### src/sv/pkr_used_map.sv
// ----------------------------------------------------------------------------
// pkr_used_map: small RAM with a registered read
// One write port and one read port; holds the used-position map.
// ----------------------------------------------------------------------------
module pkr_used_map #(
   parameter int WIDTH = 1,
   parameter int DEPTH = 256
) (
   input  logic                     clock,
   input  logic                     wr_en,
   input  logic [$clog2(DEPTH)-1:0] wr_addr,
   input  logic [WIDTH-1:0]         wr_data,
   input  logic [$clog2(DEPTH)-1:0] rd_addr,
   output logic [WIDTH-1:0]         rd_data
);

   logic [WIDTH-1:0] mem_ff [DEPTH];
   logic [WIDTH-1:0] rd_data_ff;

   always_ff @(posedge clock) begin
      if (wr_en) begin
         mem_ff[wr_addr] <= wr_data;
      end
      rd_data_ff <= mem_ff[rd_addr];
   end

   assign rd_data = rd_data_ff;

endmodule

### config.mk
export PLATFORM = sky130hd
export DESIGN_NAME = pkr_used_map
export DESIGN_NICKNAME = d
export VERILOG_FILES = /design/src/sv/pkr_used_map.sv
export SDC_FILE = /design/constraint.sdc
export NUM_CORES = 1
export LEC_CHECK = 0
export BUFFER_PORTS_ARGS = -buffer_cell sky130_fd_sc_hd__buf_2
export CAP_MARGIN = 20
export CORE_MARGIN = 2
export CORE_UTILIZATION = 45
export DETAILED_ROUTE_END_ITERATION = 6
export GPL_TIMING_DRIVEN = 0
export HOLD_SLACK_MARGIN = 0.06
export MAX_ROUTING_LAYER = met4
export PLACE_DENSITY_LB_ADDON = 0.12
export RECOVER_POWER = 25
export SYNTH_ARGS = -nofsm -noshare
export SYNTH_HDL_FRONTEND = slang
export SYNTH_SLANG_ARGS = --single-unit
### constraint.sdc
create_clock -name clock -period 2.3 [get_ports clock]
set_input_delay 0 -clock clock [delete_from_list [all_inputs] [get_ports clock]]
set_output_delay 0 -clock clock [all_outputs]
set_load 0.05 [all_outputs]
# After elaboration in Yosys (flattened, before gate mapping)
# Memories as Yosys holds them, arrays and structs flattened. A register that Yosys moved wholly into a read port is not among the register bits.
# Index checks and enable logic that the tools add are counted.
# totals
out_inout_bits	1
regBits	0
mem_count	1
mem_bits_rw	256
# mem_list
memory	depth	width	rd	rd_ports_with_merged_regs	write_ports	line	source
mem_ff	256	1	1	1	1	17	logic [WIDTH-1:0] mem_ff [DEPTH];
# classes
muxes	2
# ops
op	n
1-bit two-way mux	2

# Depth between registers and ports, before layout
# logic_depth
word_depth	2
ltp_mapped	10

# Worst setup path before layout
# Ideal clock, no wire load.
# synth_path
kind	flip-flop to flip-flop
startpoint	memory mem_ff[223]
endpoint	register rd_data_ff, in the netlist rd_data, read port of mem_ff
synth_period_minus_slack_ps	1786
setup_ps	129
t_required_ps	2171
t_arrival_ps	1657
path_slack_ps	514
stages_incl_launch_ff	7
path_cell_list	edfxtp_1 mux4_2 mux4_2 mux2i_1 o22ai_1 a21oi_1 a22oi_1
# synth_lines
element	line	source
start, declared	17	
end, declared	18	logic [WIDTH-1:0] rd_data_ff;

==> results.py <==
metrics = {
    "die": {
        "core_sq_um": 24320,
        "dieArea_sq_um": 26000,
        "initial_core_util_pct": 45.76,
        "io_pins": 20,
        "die_w_microns": 161.3,
        "fp-row-count": 57,
        "chipHeight_microns": 161.3,
    },
    "layout": {
        "fin_nets": 857,
        "final_area_sq_um": 12550,
        "layout_common_cells": "268 x nor2_1, 256 x edfxtp_1, 51 x mux2i_1",
        "stdcell_count": 1182,
        "area_growth_pct": 12.77,
        "final_common_cell": "nor2_1",
        "diodes": 0,
        "post_route_cells_drive_above_1_share_pct": 13.05,
    },
    "power_and_ir_drop": {
        "cellLeakagePower_nw": 3.857,
        "max-vdd-ir-drop_uv": 436.2,
        "power.total_mw": 10.04,
        "power_density_nw_per_um2": 800.2,
    },
    "synth": {
        "synth_edf_count": 256,
        "yosys_warnings": 0,
        "yosys.area.top_type": "edfxtp_1",
        "syn_area_sq_um": 11130,
        "yosys_register_bits": 257,
        "netlist_top_cells_area": "edfxtp_1 69%, nor2_1 9.0%, mux4_2 8.5%",
        "netlist-cell-type-count": 35,
        "yosys_most_used_dff": "edfxtp_1",
        "syn_inst": 788,
        "synth_top_area_share_pct": 69.08,
        "avgSynthCellArea_sq_um": 14.12,
        "async_reset_ff_share_pct": 0,
        "syn-num-nets": 807,
        "ys_seq_area_share_pct": 69.26,
    },
    "clocking": {
        "cts_made_buffers": 27,
        "insertion_delay_ns": 0.54,
        "cts_tree": "built",
        "cts.root.buffer_cell": "clkbuf_16",
        "cts_sinks": 257,
        "clk_pin_slew_worst_paths_ns": 0.06,
        "clockBufferDepth": 3,
        "h-tree-depth": 1,
    },
    "worst_setup_path": {
        "critPathKind": "flip-flop to flip-flop",
        "crit_fanout": 1,
        "cp-start-kind": "flip-flop",
        "r2r_start": "mem_ff[223]",
        "critPathCaptureType": "flip-flop",
        "cp_data_arrival_time_ns": 2.62,
        "crit_required_ns": 2.71,
        "startpoint": "mem_ff[223]",
    },
    "job": {
        "maxCapViolCount": 1,
    },
    "place": {
        "dpl.hpwl_microns": 18090,
        "place_area_sq_um": 11650,
        "io_buffer_count": 17,
        "routabilityCongestion": 0.8098,
        "dp.cells": 1130,
    },
    "route": {
        "drc_errors": 0,
        "drt-initial-drc-count": 708,
        "num_vias": 6742,
        "wl_microns": 27410,
        "via_per_inst": 5.704,
        "firstDrtPassIters": 7,
        "route.antenna.remaining_nets": 0,
        "wl_per_cell_microns": 23.19,
    },
    "grt": {
        "grt_use_total_pct": 22.09,
        "grt_max_degree": 169,
        "grt_pass1_wl_microns": 40960,
        "grt_pass1_vias": 6709,
        "antenna_found_initial": 0,
        "overflow": 0,
    },
    "run_status": {
        "violations": "capacitance limit, slew limit",
        "status": "complete, but fails checks",
    },
    "sta": {
        "final-hold-violation-count": 0,
        "slew_violations": 89,
        "relSlewSlack_pct": -4.639,
        "clock.fmax_mhz": 452.7,
        "period_minus_slack_ns": 2.209,
        "worst_slew_pin_slew_ns": 1.570,
        "finClkSkew_ns": 0.01401,
        "fin_crit_sh_pct": 96.05,
        "setup_tns_ns": 0,
        "rsz0062_at_grt": "false",
        "fin_hold_ws_ns": 0.1006,
        "setup_viol": 0,
    },
    "min_path": {
        "hold_path_class": "input port to flip-flop",
        "worstHoldStart": "wr_addr[6]",
    },
}
-- critical path: stages (launching register included) --
cell and delay [ns]:
edfxtp_1 0.37, mux4_2 0.48, mux4_2 0.49, mux2i_1 0.28, o22ai_1 0.17, a21oi_1 0.20, a22oi_1 0.10
-- cells by family (layout without fill, tap and decap cells) --
kind of cell	count (synthesis)	count (layout)	synth area share, %
flip-flops	257	257	69.26
AND/OR/NAND/NOR	330	330	11.94
AO/OA/AOI/OAI	50	50	3.115
buffers and inverters	57	127	2.496
multiplexers	94	94	13.19
-- final timing paths --
path	to	depth (start not counted)	slack, ns
worst max-delay path	rd_data	6	0.09
worst min-delay path	mem_ff[196]	3	0.10
worst max register to register	rd_data	6	0.09
worst min register to register	rd_data	6	0.98
-- power breakdown --
group,switching [mW],internal (mW)
clock network,1.74,2.58
registers,0.00331,5.17
logic,0.365,0.185
total,2.11,7.93
-- layout make-up --
class	instances	area [sq um]
clock inverter	19	191.4
tap	324	405.4
timing repair buffer	21	136.4
inverter	1	3.754
sequential	257	7707
buffer	56	274.0
multi-input combinational	474	3144
clock buffer	30	686.9
fill	2077	11770
-- repair_timing --
action | CTS | global route
gates resized for setup | 0 | 1
setup endpoints to repair | 0 | 1
setup buffers | 0 | 0
hold buffers | 3 | 0
endpoints found under the hold margin | 89 | 0
-- flip-flops by register name, indices dropped and copies added (netlist names) --
signal and count:
mem_ff 256, rd_data 1
-- metrics by stage --
stage	util, %	setup WS, ns
after global placement	47.77	-0.8693
final	51.60	0.09093
after CTS	51.65	0.03212
after floorplan	-	0.5137
after detailed placement	47.91	-0.5167
after global routing	51.60	0.02619
-- routing by layer --
| layer | up-vias | GRT usage, % | wire length (microns) |
|---|---|---|---|
| met5 | - | - | 0 |
| met4 | 0 | 5.276 | 539 |
| met3 | 47 | 3.647 | 1807 |
| met2 | 232 | 35.23 | 13170 |
| met1 | 3442 | 30.15 | 11890 |
| li1 | 3021 | - | - |
-- synthesized netlist by cell type, types with 3 or more instances --
| library cell | count |
|---|---|
| nor3_1 | 3 |
| nand2_1 | 23 |
| a22o_1 | 6 |
| a31oi_1 | 3 |
| buf_4 | 5 |
| o22ai_1 | 23 |
| a22oi_1 | 8 |
| buf_2 | 6 |
| mux4_2 | 42 |
| buf_6 | 5 |
| mux2i_1 | 51 |
| nand3_1 | 12 |
| nor4_1 | 5 |
| nor2b_1 | 9 |
| clkbuf_1 | 39 |
| nand3b_1 | 3 |
| nor2_1 | 268 |
| edfxtp_1 | 256 |
Power figures use the tool's default switching activity.
