### src/sv/pkr_pkg.sv
// ----------------------------------------------------------------------------
// pkr_pkg: shared types and constants of the probe shuffle picker
// Field widths, register reset value and the sequencer state type.
// ----------------------------------------------------------------------------
package pkr_pkg;

   localparam int RND_W = 31;   // random number width
   localparam int CSR_W = 9;    // list size register width
   localparam int OUT_W = 8;    // chosen index width

   localparam logic [CSR_W-1:0] LIST_SIZE_RESET = 9'd1;

   typedef enum logic [2:0] {
      ST_INIT,
      ST_IDLE,
      ST_CLEAR,
      ST_DIVIDE,
      ST_PROBE,
      ST_EMIT
   } pkr_state_type;

endpackage

### src/sv/pkr_mod_unit.sv
// ----------------------------------------------------------------------------
// pkr_mod_unit: iterative remainder unit
// Restoring remainder of the random number by the list size, one bit a cycle.
// Done rises after the last step and holds until the next start.
// ----------------------------------------------------------------------------
module pkr_mod_unit import pkr_pkg::*; #(
   parameter int SIZE_W = 9,
   parameter int IDX_W  = 8
) (
   input  logic              clock,
   input  logic              reset,
   input  logic              start,
   input  logic [RND_W-1:0]  dividend,
   input  logic [SIZE_W-1:0] divisor,
   output logic              done,
   output logic [IDX_W-1:0]  remainder
);

   localparam int CNT_W = $clog2(RND_W);

   logic              busy_ff, busy_in;
   logic              done_ff, done_in;
   logic [CNT_W-1:0]  cnt_ff, cnt_in;
   logic [RND_W-1:0]  shift_ff, shift_in;
   logic [SIZE_W-1:0] rem_ff, rem_in;
   logic [SIZE_W:0]   trial;
   logic [SIZE_W:0]   diff;

   // Shift in the next dividend bit and subtract when the divisor fits.
   assign trial = {rem_ff, shift_ff[RND_W-1]};
   assign diff  = trial - {1'b0, divisor};

   always_comb begin
      busy_in  = busy_ff;
      done_in  = done_ff;
      cnt_in   = cnt_ff;
      shift_in = shift_ff;
      rem_in   = rem_ff;
      if (start) begin
         busy_in  = 1'b1;
         done_in  = 1'b0;
         cnt_in   = '0;
         shift_in = dividend;
         rem_in   = '0;
      end else if (busy_ff) begin
         shift_in = {shift_ff[RND_W-2:0], 1'b0};
         cnt_in   = cnt_ff + CNT_W'(1);
         if (trial >= {1'b0, divisor}) begin
            rem_in = diff[SIZE_W-1:0];
         end else begin
            rem_in = trial[SIZE_W-1:0];
         end
         if (cnt_ff == CNT_W'(RND_W - 1)) begin
            busy_in = 1'b0;
            done_in = 1'b1;
         end
      end
   end

   always_ff @(posedge clock) begin
      if (reset) begin
         busy_ff <= 1'b0;
         done_ff <= 1'b0;
      end else begin
         busy_ff <= busy_in;
         done_ff <= done_in;
      end
      cnt_ff   <= cnt_in;
      shift_ff <= shift_in;
      rem_ff   <= rem_in;
   end

   assign done      = done_ff;
   assign remainder = IDX_W'(rem_ff);

endmodule

### config.mk
export PLATFORM = sky130hd
export DESIGN_NAME = pkr_mod_unit
export DESIGN_NICKNAME = d
export VERILOG_FILES = /design/src/sv/pkr_pkg.sv /design/src/sv/pkr_mod_unit.sv
export SDC_FILE = /design/constraint.sdc
export NUM_CORES = 1
export LEC_CHECK = 0
export ABC_AREA = 1
export BUFFER_PORTS_ARGS = -buffer_cell sky130_fd_sc_hd__buf_4
export CAP_MARGIN = 40
export CORE_MARGIN = 5
export CORE_UTILIZATION = 50
export DETAILED_ROUTE_END_ITERATION = 10
export PLACE_DENSITY = 0.87
export SLEW_MARGIN = 40
export SYNTH_ARGS = -nofsm -noshare
export SYNTH_HDL_FRONTEND = slang
export SYNTH_SLANG_ARGS = --single-unit
### constraint.sdc
create_clock -name clock -period 1.8 [get_ports clock]
set_clock_uncertainty 0.1 [all_clocks]
set_input_delay 0.27 -clock clock [delete_from_list [all_inputs] [get_ports clock]]
set_output_delay 0.27 -clock clock [all_outputs]
set_load 0.03 [all_outputs]
## After elaboration in Yosys (flattened, before gate mapping)

Index checks and enable logic that the tools add are counted.

| word-level totals | value |
|---|---|
| register bits after elaboration | 47 |
| bits of input ports | 43 |
| output and inout bits | 9 |
| word-level logic and storage cells | 18 |

| cells by class | value |
|---|---|
| add/sub/neg operators | 2 |
| $lt $le $gt $ge | 1 |
| equality and inequality tests | 1 |
| mux-type cells | 6 |
| reductions and logical operators | 3 |

Operator list:

| cell | number |
|---|---|
| $mux 31 | 2 |
| $ge 10x9->1 | 1 |
| $mux 9 | 1 |
| $sub 9x9->9 | 1 |
| $add 5x1->5 const B | 1 |
| $eq 5x5->1 const B | 1 |
| $mux 1 | 3 |
| $reduce_and 2->1 | 1 |
| $reduce_bool 2->1 | 1 |
| $reduce_or 2->1 | 1 |

## Longest topological paths before layout

Gate-level depths: netlist of the first run.

| logic depth | value |
|---|---|
| depth in word-level cells | 4 |
| mapped depth | 13 |

## Worst setup path before layout of the first run

No wires, ideal clock.

| path | value |
|---|---|
| path type | register -> register |
| from | register busy_ff |
| to | register shift_ff[0] (enable) |
| setup time | 403 ps |
| data arrival time | 1,278 ps |
| required time | 1,297 ps |
| path slack | 19 ps |
| stages on the path, launching flop included | 4 |
| period minus slack after synthesis | 1,781 ps |
| path through | dfxtp_1 clkbuf_1 nor2_1 inv_1 |

| between the ends | value |
|---|---|
| cells in the longest elaborated chain, start to end | 1 |

RTL lines:

| item | RTL line | RTL |
|---|---|---|
| from (decl) | pkr_mod_unit.sv:21 | `logic busy_ff, busy_in;` |
| from (signal assigned) | pkr_mod_unit.sv:65 | `busy_ff <= busy_in;` |
| $reduce_bool 2->1 (no source line) | -- |  |
| to (signal assigned) | pkr_mod_unit.sv:69 | `shift_ff <= shift_in;` |
| to (decl) | pkr_mod_unit.sv:24 | `logic [RND_W-1:0] shift_ff, shift_in;` |

Every way passes these cells.
A chain may end at the register's enable or synchronous reset.

## Worst setup path after layout of the first run

| path | value |
|---|---|
| from | register shift_ff[30] |
| to | register rem_ff[0] |

| between the ends | value |
|---|---|
| cells in the longest elaborated chain, start to end | 2 |
| elaborated cells between the ends (all ways) | 3 |
| those cells by class | add/sub: 1; order compare: 1; mux: 1 |

RTL lines:

| item | RTL line | RTL |
|---|---|---|
| $sub 9x9->9 / $ge 10x9->1 (equally long branches) | pkr_mod_unit.sv:31, pkr_mod_unit.sv:48 |  |
| $mux 9 * | pkr_mod_unit.sv:48 | `if (trial >= {1'b0, divisor}) begin` |
| to (signal assigned) | pkr_mod_unit.sv:70 | `rem_ff <= rem_in;` |
| to (decl) | pkr_mod_unit.sv:25 | `logic [SIZE_W-1:0] rem_ff, rem_in;` |

Mark *: on every way between the ends. The rest lies on a longest branch, timed or not.

==> results of run 1 <==
[layer usage]
layer,share of wire [%],up-vias,routed length (um),global-route usage (%)
li1,-,1174,-,-
met1,44,990,2390,20.2
met2,49,58,2660,31.3
met4,1.1,0,60,4.90
met5,0,-,0,0
met3,6.0,6,325,3.69
[power groups by stage]
stage          sequential [mW]  clock, mW  combinational (mW)
3_3_place_gp              1.31          0               0.399
5_1_grt                   1.30      0.852               0.491
2_1_floorplan             1.30          0               0.258
4_1_cts                   1.29      0.807               0.420
3_5_place_dp              1.31          0               0.411
6_report                  1.29      0.789               0.436
[final timing paths]
kind	slack, ns	from	to	cells past startpoint
worst max-delay path	0.02	shift_ff[30]	rem_ff[0]	10
worst min-delay path	0.03	reset	busy_ff	2
worst max register to register	0.02	shift_ff[30]	rem_ff[0]	10
worst min register to register	0.39	rem_ff[2]	rem_ff[2]	2
[cells by family (layout without fill, tap and decap cells)]
| logic type | count (synthesis) | count (layout) | synth area share [%] |
|---|---|---|---|
| AND/OR/NAND/NOR | 208 | 210 | 33.1 |
| buffers and inverters | 58 | 117 | 9.83 |
| flip-flops | 47 | 47 | 47.3 |
| adder cells (fa/ha/maj) | 12 | 12 | 5.95 |
| AO/OA/AOI/OAI | 11 | 11 | 2.22 |
| XOR/XNOR | 5 | 5 | 1.65 |
[repair_timing]
item / CTS / global route
gates cloned: 1 / 1
hold buffers: 0 / 0
pin swaps: 2 / 3
buffers inserted: 1 / 1
endpoints found under the setup margin: 9 / 9
gates resized for setup: 1 / 17
[critical path: cells and delay by family (launching register included)]
family / cells / cell delay (ns)
and+or+nand+nor: 6 / 0.61
buffers and inverters: 2 / 0.12
DFF: 1 / 0.38
adders and majority gates: 2 / 0.47
[metrics by stage]
stage	std cells	instance area, um^2	hold WS, ns	total power, mW
after floorplan	341	2650	0.239	1.56
after global placement	460	3140	0.340	1.70
after detailed placement	460	3140	0.338	1.72
after CTS	470	3290	0.0222	2.51
after global routing	472	3360	0.0321	2.64
final	472	3360	0.0340	2.51
[cell usage after synthesis (all sizes together)]
master  count
nor3        1
dfxtp      16
nand3      26
buf        12
xnor2       5
inv        38
edfxtp     31
clkbuf      6
nand4       3
nand2     163
a21oi       8
ha         11
nor2       14
clkinv      2
o21ai       3
fa          1
nor2b       1
[layout make-up]
type,count,share of cell area [%]
Clock buffer,6,2.46
Clock inverter,2,1.04
Timing Repair Buffer,69,16.2
Inverter,40,4.47
Tap cell,70,2.61
Multi-Input combinational cell,238,35.9
Sequential cell,47,37.4
[state kept, by name, indices dropped and copies added, names as in the netlist]
| register | cells |
|---|---|
| busy_ff | 1 |
| shift_ff | 31 |
| rem_ff | 9 |
| cnt_ff | 5 |
| done | 1 |
[cells in the final DEF, fill, tap and decap left out, drive strengths merged, types with 5 or more instances in the layout]
cell type,instances
dfxtp,16
a21oi,8
nand3,26
nor2,14
nand2,165
xnor2,5
inv,38
ha,11
buf,69
edfxtp,31
clkbuf,6
==> flow_summary_export.csv, run 1 <==
group,metric,value,unit
global_route,grt_pass1_vias,2126,
route,vias,2228,
power_and_ir_drop,total_switching_power,608,uW
die,fp.dieH,82.8,um
timing,setup_slack,0.0183,ns
global_route,antenna_found_initial,0,
synth,synthCells,341,
die,ios,52,
route,drtPass1Iterations,4,
worst_setup_path,start_kind,"flop",
die,initial_core_util,51.5,%
synth,post-synth-top-area-fraction,35.2,%
worst_setup_path,cp_slowest_cell,"edfxtp_1",
route,ant_nets,0,
place,port_buffers,51,
power_and_ir_drop,powerDensity,749,mW/mm^2
synth,synth_seq_cells,47,
timing,fmax,561,MHz
cts,ctsLongestPathBuffers,2,
synth,syn_area_per_cell,7.76,um^2
worst_hold_path,min_path_type,"primary input to flop",
global_route,grt_usage,17.2,%
route,routed_wl,5.43,mm
finish,multiInputGateArea,0.00120,mm^2
timing,drv_slew,0,
timing,setup_viol,0,
timing,fin_crit_sh,99.0,%
route,drc,0,
die,die_area,0.00685,mm^2
synth,yosys-top-cells-area,"edfxtp_1 35%, nand2_1 22%, dfxtp_1 12%, inv_1 5.4%, ha_1 5.2%",
finish,seq_area,0.00125,mm^2
finish,fin_util,65.3,%
power_and_ir_drop,leakage,1.75,nW
power_and_ir_drop,power_frac_seq,51.2,%
route,wire_per_inst,11.5,um
worst_setup_path,worstPathMaxFanout,6,
power_and_ir_drop,p_comb_share,17.4,%
global_route,grt_pass1_wl,8.95,mm
finish,syn_to_final_growth,26.7,%
power_and_ir_drop,ir_drop,695,uV
cts,clk_pin_slew,0.08,ns
cts,htree_levels,2,
power_and_ir_drop,switching_share,24.2,%
timing,rsz0062_at_grt,"yes",
route,drt_iter0_markers,104,
timing,period_needed,1.78,ns
timing,relSlewSlack,78.9,%
worst_setup_path,worstPathRequired,1.89,ns
worst_setup_path,crit_chain,"inv_2, ha_4, inv_2, fa_2, nand4_1, nand2_2, nand2_4, nand3_1, nand3_1, nand2_1",
synth,ys_types,26,
place,routabilityCongestion,0.862,
timing,hold_viol_final,0,
finish,drive_gt1_share,26.4,%
cts,clock_insertion_delay_worst_skew,0.30,ns
finish,final_net_count,456,
worst_setup_path,critPathMaxStageDelay,0.38,ns
synth,yosysSeqAreaShare,47.3,%
place,dp_slack,-0.0877,ns
finish,diodes,0,
job,drv_cap,0,
synth,syn_nets,396,
cts,cts_tree,"built",
die,fp.dieW,82.8,um
synth,yosys.area.top_type,"edfxtp_1",
worst_setup_path,critPathKind,"flop to flop",
die,row_count,26,
global_route,grt_overflow,0,
timing,tns,0,ns
cts,cts_buffers,5,
worst_setup_path,cp_data_arrival_time,1.87,ns
cts,cts_root_buffer,"clkbuf_8",
run_status,status,"finished clean",
finish,fillCellCount,444,
timing,tightest_slew,0.317,ns
global_route,grt_max_degree,30,
die,core_area,0.00514,mm^2
synth,ys_warn_count,0,
power_and_ir_drop,pwr-share-clk,31.4,%
worst_setup_path,worst_setup_path_end_kind,"flop",
synth,synth.cell_area,0.00265,mm^2
power_and_ir_drop,internal_power,1.90,mW
cts,cts.sinks,47,
route,avgViaCountPerCell,4.72,
place,dp_hpwl,4.10,mm
Power figures use the tool's default switching activity.
==> run 2: changes to the inputs <==
==> constraint.sdc (replaced) <==
create_clock -name clock -period 1.8 [get_ports clock]
set_clock_uncertainty 0.1 [all_clocks]
set_input_delay 0.18 -clock clock [delete_from_list [all_inputs] [get_ports clock]]
set_output_delay 0.18 -clock clock [all_outputs]
set_load 0.03 [all_outputs]
==> flow_summary_export.csv, run 2 (synthesized netlist as in run 1, its figures left out) <==
group,metric,value,unit
run_status,status,"complete, but fails checks",
run_status,violations,"negative setup slack",
cts,cts_buffers,5,
cts,ctsLongestPathBuffers,2,
finish,syn_to_final_growth,26.6,%
worst_setup_path,cp_slowest_cell,"edfxtp_1",
timing,fmax,535,MHz
finish,final_cell_mix,"150 x nand2_1, 66 x buf_4, 36 x inv_1",
global_route,grt_use_met1,20.3,%
route,drtPass1Iterations,4,
cts,cts_root_buffer,"clkbuf_8",
worst_setup_path,r2r_start,"shift_ff[30]",
finish,final_common_cell,"nand2_1",
finish,final_net_count,456,
timing,fin_crit_sh,104,%
route,drc,0,
worst_setup_path,r2r_cells,12,
die,row_count,26,
worst_setup_path,worstPathMaxFanout,3,
route,ant_nets,0,
timing,setup_slack,-0.0693,ns
global_route,use_met2,29.7,%
finish,largest_reg_flops,31,
global_route,grt_pass1_vias,2038,
worst_setup_path,worstPathRequired,1.90,ns
place,dp_slack,-0.0869,ns
power_and_ir_drop,powerDensity,699,mW/mm^2
die,die_area,0.00685,mm^2
die,fp.dieH,82.8,um
cts,cts_tree,"built",
job,drv_cap,0,
global_route,busiest_layer,"met2",
die,ios,52,
cts,clock_insertion_delay_worst_skew,0.29,ns
timing,period_needed,1.87,ns
timing,tightest_slew,0.618,ns
place,port_buffers,51,
global_route,grt_max_degree,30,
finish,fin_util,65.2,%
cts,cts.sinks,47,
global_route,grt_usage,17.1,%
timing,hold_viol_final,0,
place,routabilityCongestion,0.886,
finish,fillCellCount,445,
global_route,grt_overflow,0,
worst_hold_path,min_path_type,"primary input to flop",
worst_setup_path,r2r_slack,-0.07,ns
global_route,met3_usage,4.34,%
finish,drive_gt1_share,26.6,%
worst_setup_path,crit_buf_inv,2,
finish,multiInputGateArea,0.00123,mm^2
worst_setup_path,critPathKind,"flop to flop",
timing,setup_viol,3,
route,drt_iter0_markers,134,
worst_setup_path,cp_top_family,"simple AND/OR/NAND/NOR gates",
worst_setup_path,start_kind,"flop",
cts,clk_pin_slew,0.08,ns
global_route,antenna_found_initial,0,
cts,htree_levels,2,
die,fp.dieW,82.8,um
timing,relSlewSlack,58.6,%
finish,seq_area,0.00126,mm^2
finish,diodes,0,
worst_setup_path,critPathMaxStageDelay,0.39,ns
route,wire_per_inst,12.0,um
global_route,grt_pass1_wl,8.80,mm
route,vias,2274,
worst_setup_path,cpMostUsedCell,"nand3_1",
timing,drv_slew,0,
worst_setup_path,worst_setup_path_end_kind,"flop",
place,dp_hpwl,4.07,mm
worst_setup_path,reg2reg_to,"rem_ff[8]",
finish,largest_register,"shift_ff",
worst_hold_path,hold_depth,3,
die,initial_core_util,51.5,%
worst_setup_path,cp_data_arrival_time,1.97,ns
power_and_ir_drop,ir_drop,683,uV
worst_hold_path,hold_end,"shift_ff[4]",
worst_hold_path,hold_start,"dividend[4]",
power_and_ir_drop,leakage,1.74,nW
die,core_area,0.00514,mm^2
route,avgViaCountPerCell,4.82,
timing,rsz0062_at_grt,"yes",
worst_setup_path,crit_chain,"inv_2, ha_4, inv_2, fa_2, nand3_1, nand3_1, nand2_1, nand3_1, nand2_1, nand2_2, nand3_1, nand2_1",
finish,reg.largest.list,"shift_ff (31), rem_ff (9), cnt_ff (5)",
route,routed_wl,5.68,mm
run 2: what timing repair did:
item	in CTS	in global routing
buffers inserted	2	0
setup endpoints to repair	9	9
hold endpoints to repair	2	0
pin swaps	3	10
hold buffers	1	0
gates resized for setup	3	21
cloned	1	1
run 2: area by class of cell:
| type | count | share of cell area, % |
|---|---|---|
| clock inverter | 2 | 0.373 |
| timing repair buffer | 69 | 16.3 |
| multi-input combinational | 238 | 36.6 |
| inverter | 40 | 4.48 |
| tap | 70 | 2.61 |
| sequential | 47 | 37.5 |
| clock buffer | 6 | 2.17 |
run 2: worst max-delay path by stage:
stage	slack (ns)	from	end	depth (start not counted)
CTS	0.003	shift_ff[30]	rem_ff[1]	11
global placement	0.003	shift_ff[30]	rem_ff[6]	10
floorplan	0.02	busy_ff	shift_ff[0]	3
detailed placement	-0.09	shift_ff[30]	rem_ff[1]	10
finish	-0.07	shift_ff[30]	rem_ff[8]	12
global route	-0.14	shift_ff[30]	rem_ff[4]	10
run 2: where the power goes:
part           internal [mW]  leakage, nW  switching, mW
logic                  0.202         1.25          0.246
clock network          0.272       0.0412          0.340
registers               1.25        0.450         0.0317
total                   1.72         1.74          0.618
run 2: stage by stage:
step	instance area (um^2)	total power, mW	std cells	setup TNS, ns	hold WS [ns]
floorplan	2650	1.56	341	0	0.149
global route	3350	2.46	472	-0.978	0.0355
finish	3350	2.34	472	-0.102	0.0473
global placement	3130	1.70	459	0	0.250
CTS	3270	2.33	471	0	0.0356
detailed placement	3130	1.72	459	-0.474	0.251
run 2: worst min-delay path, stage by stage:
cell,delay [ns]
buf_4,0.08
nand2_1,0.04
nand2_1,0.05
run 2: metal layers:
metal | routed length (um) | share of wire (%)
met1 | 2390 | 42
met5 | 0 | 0
met2 | 2760 | 49
met4 | 112 | 2.0
met3 | 405 | 7.1
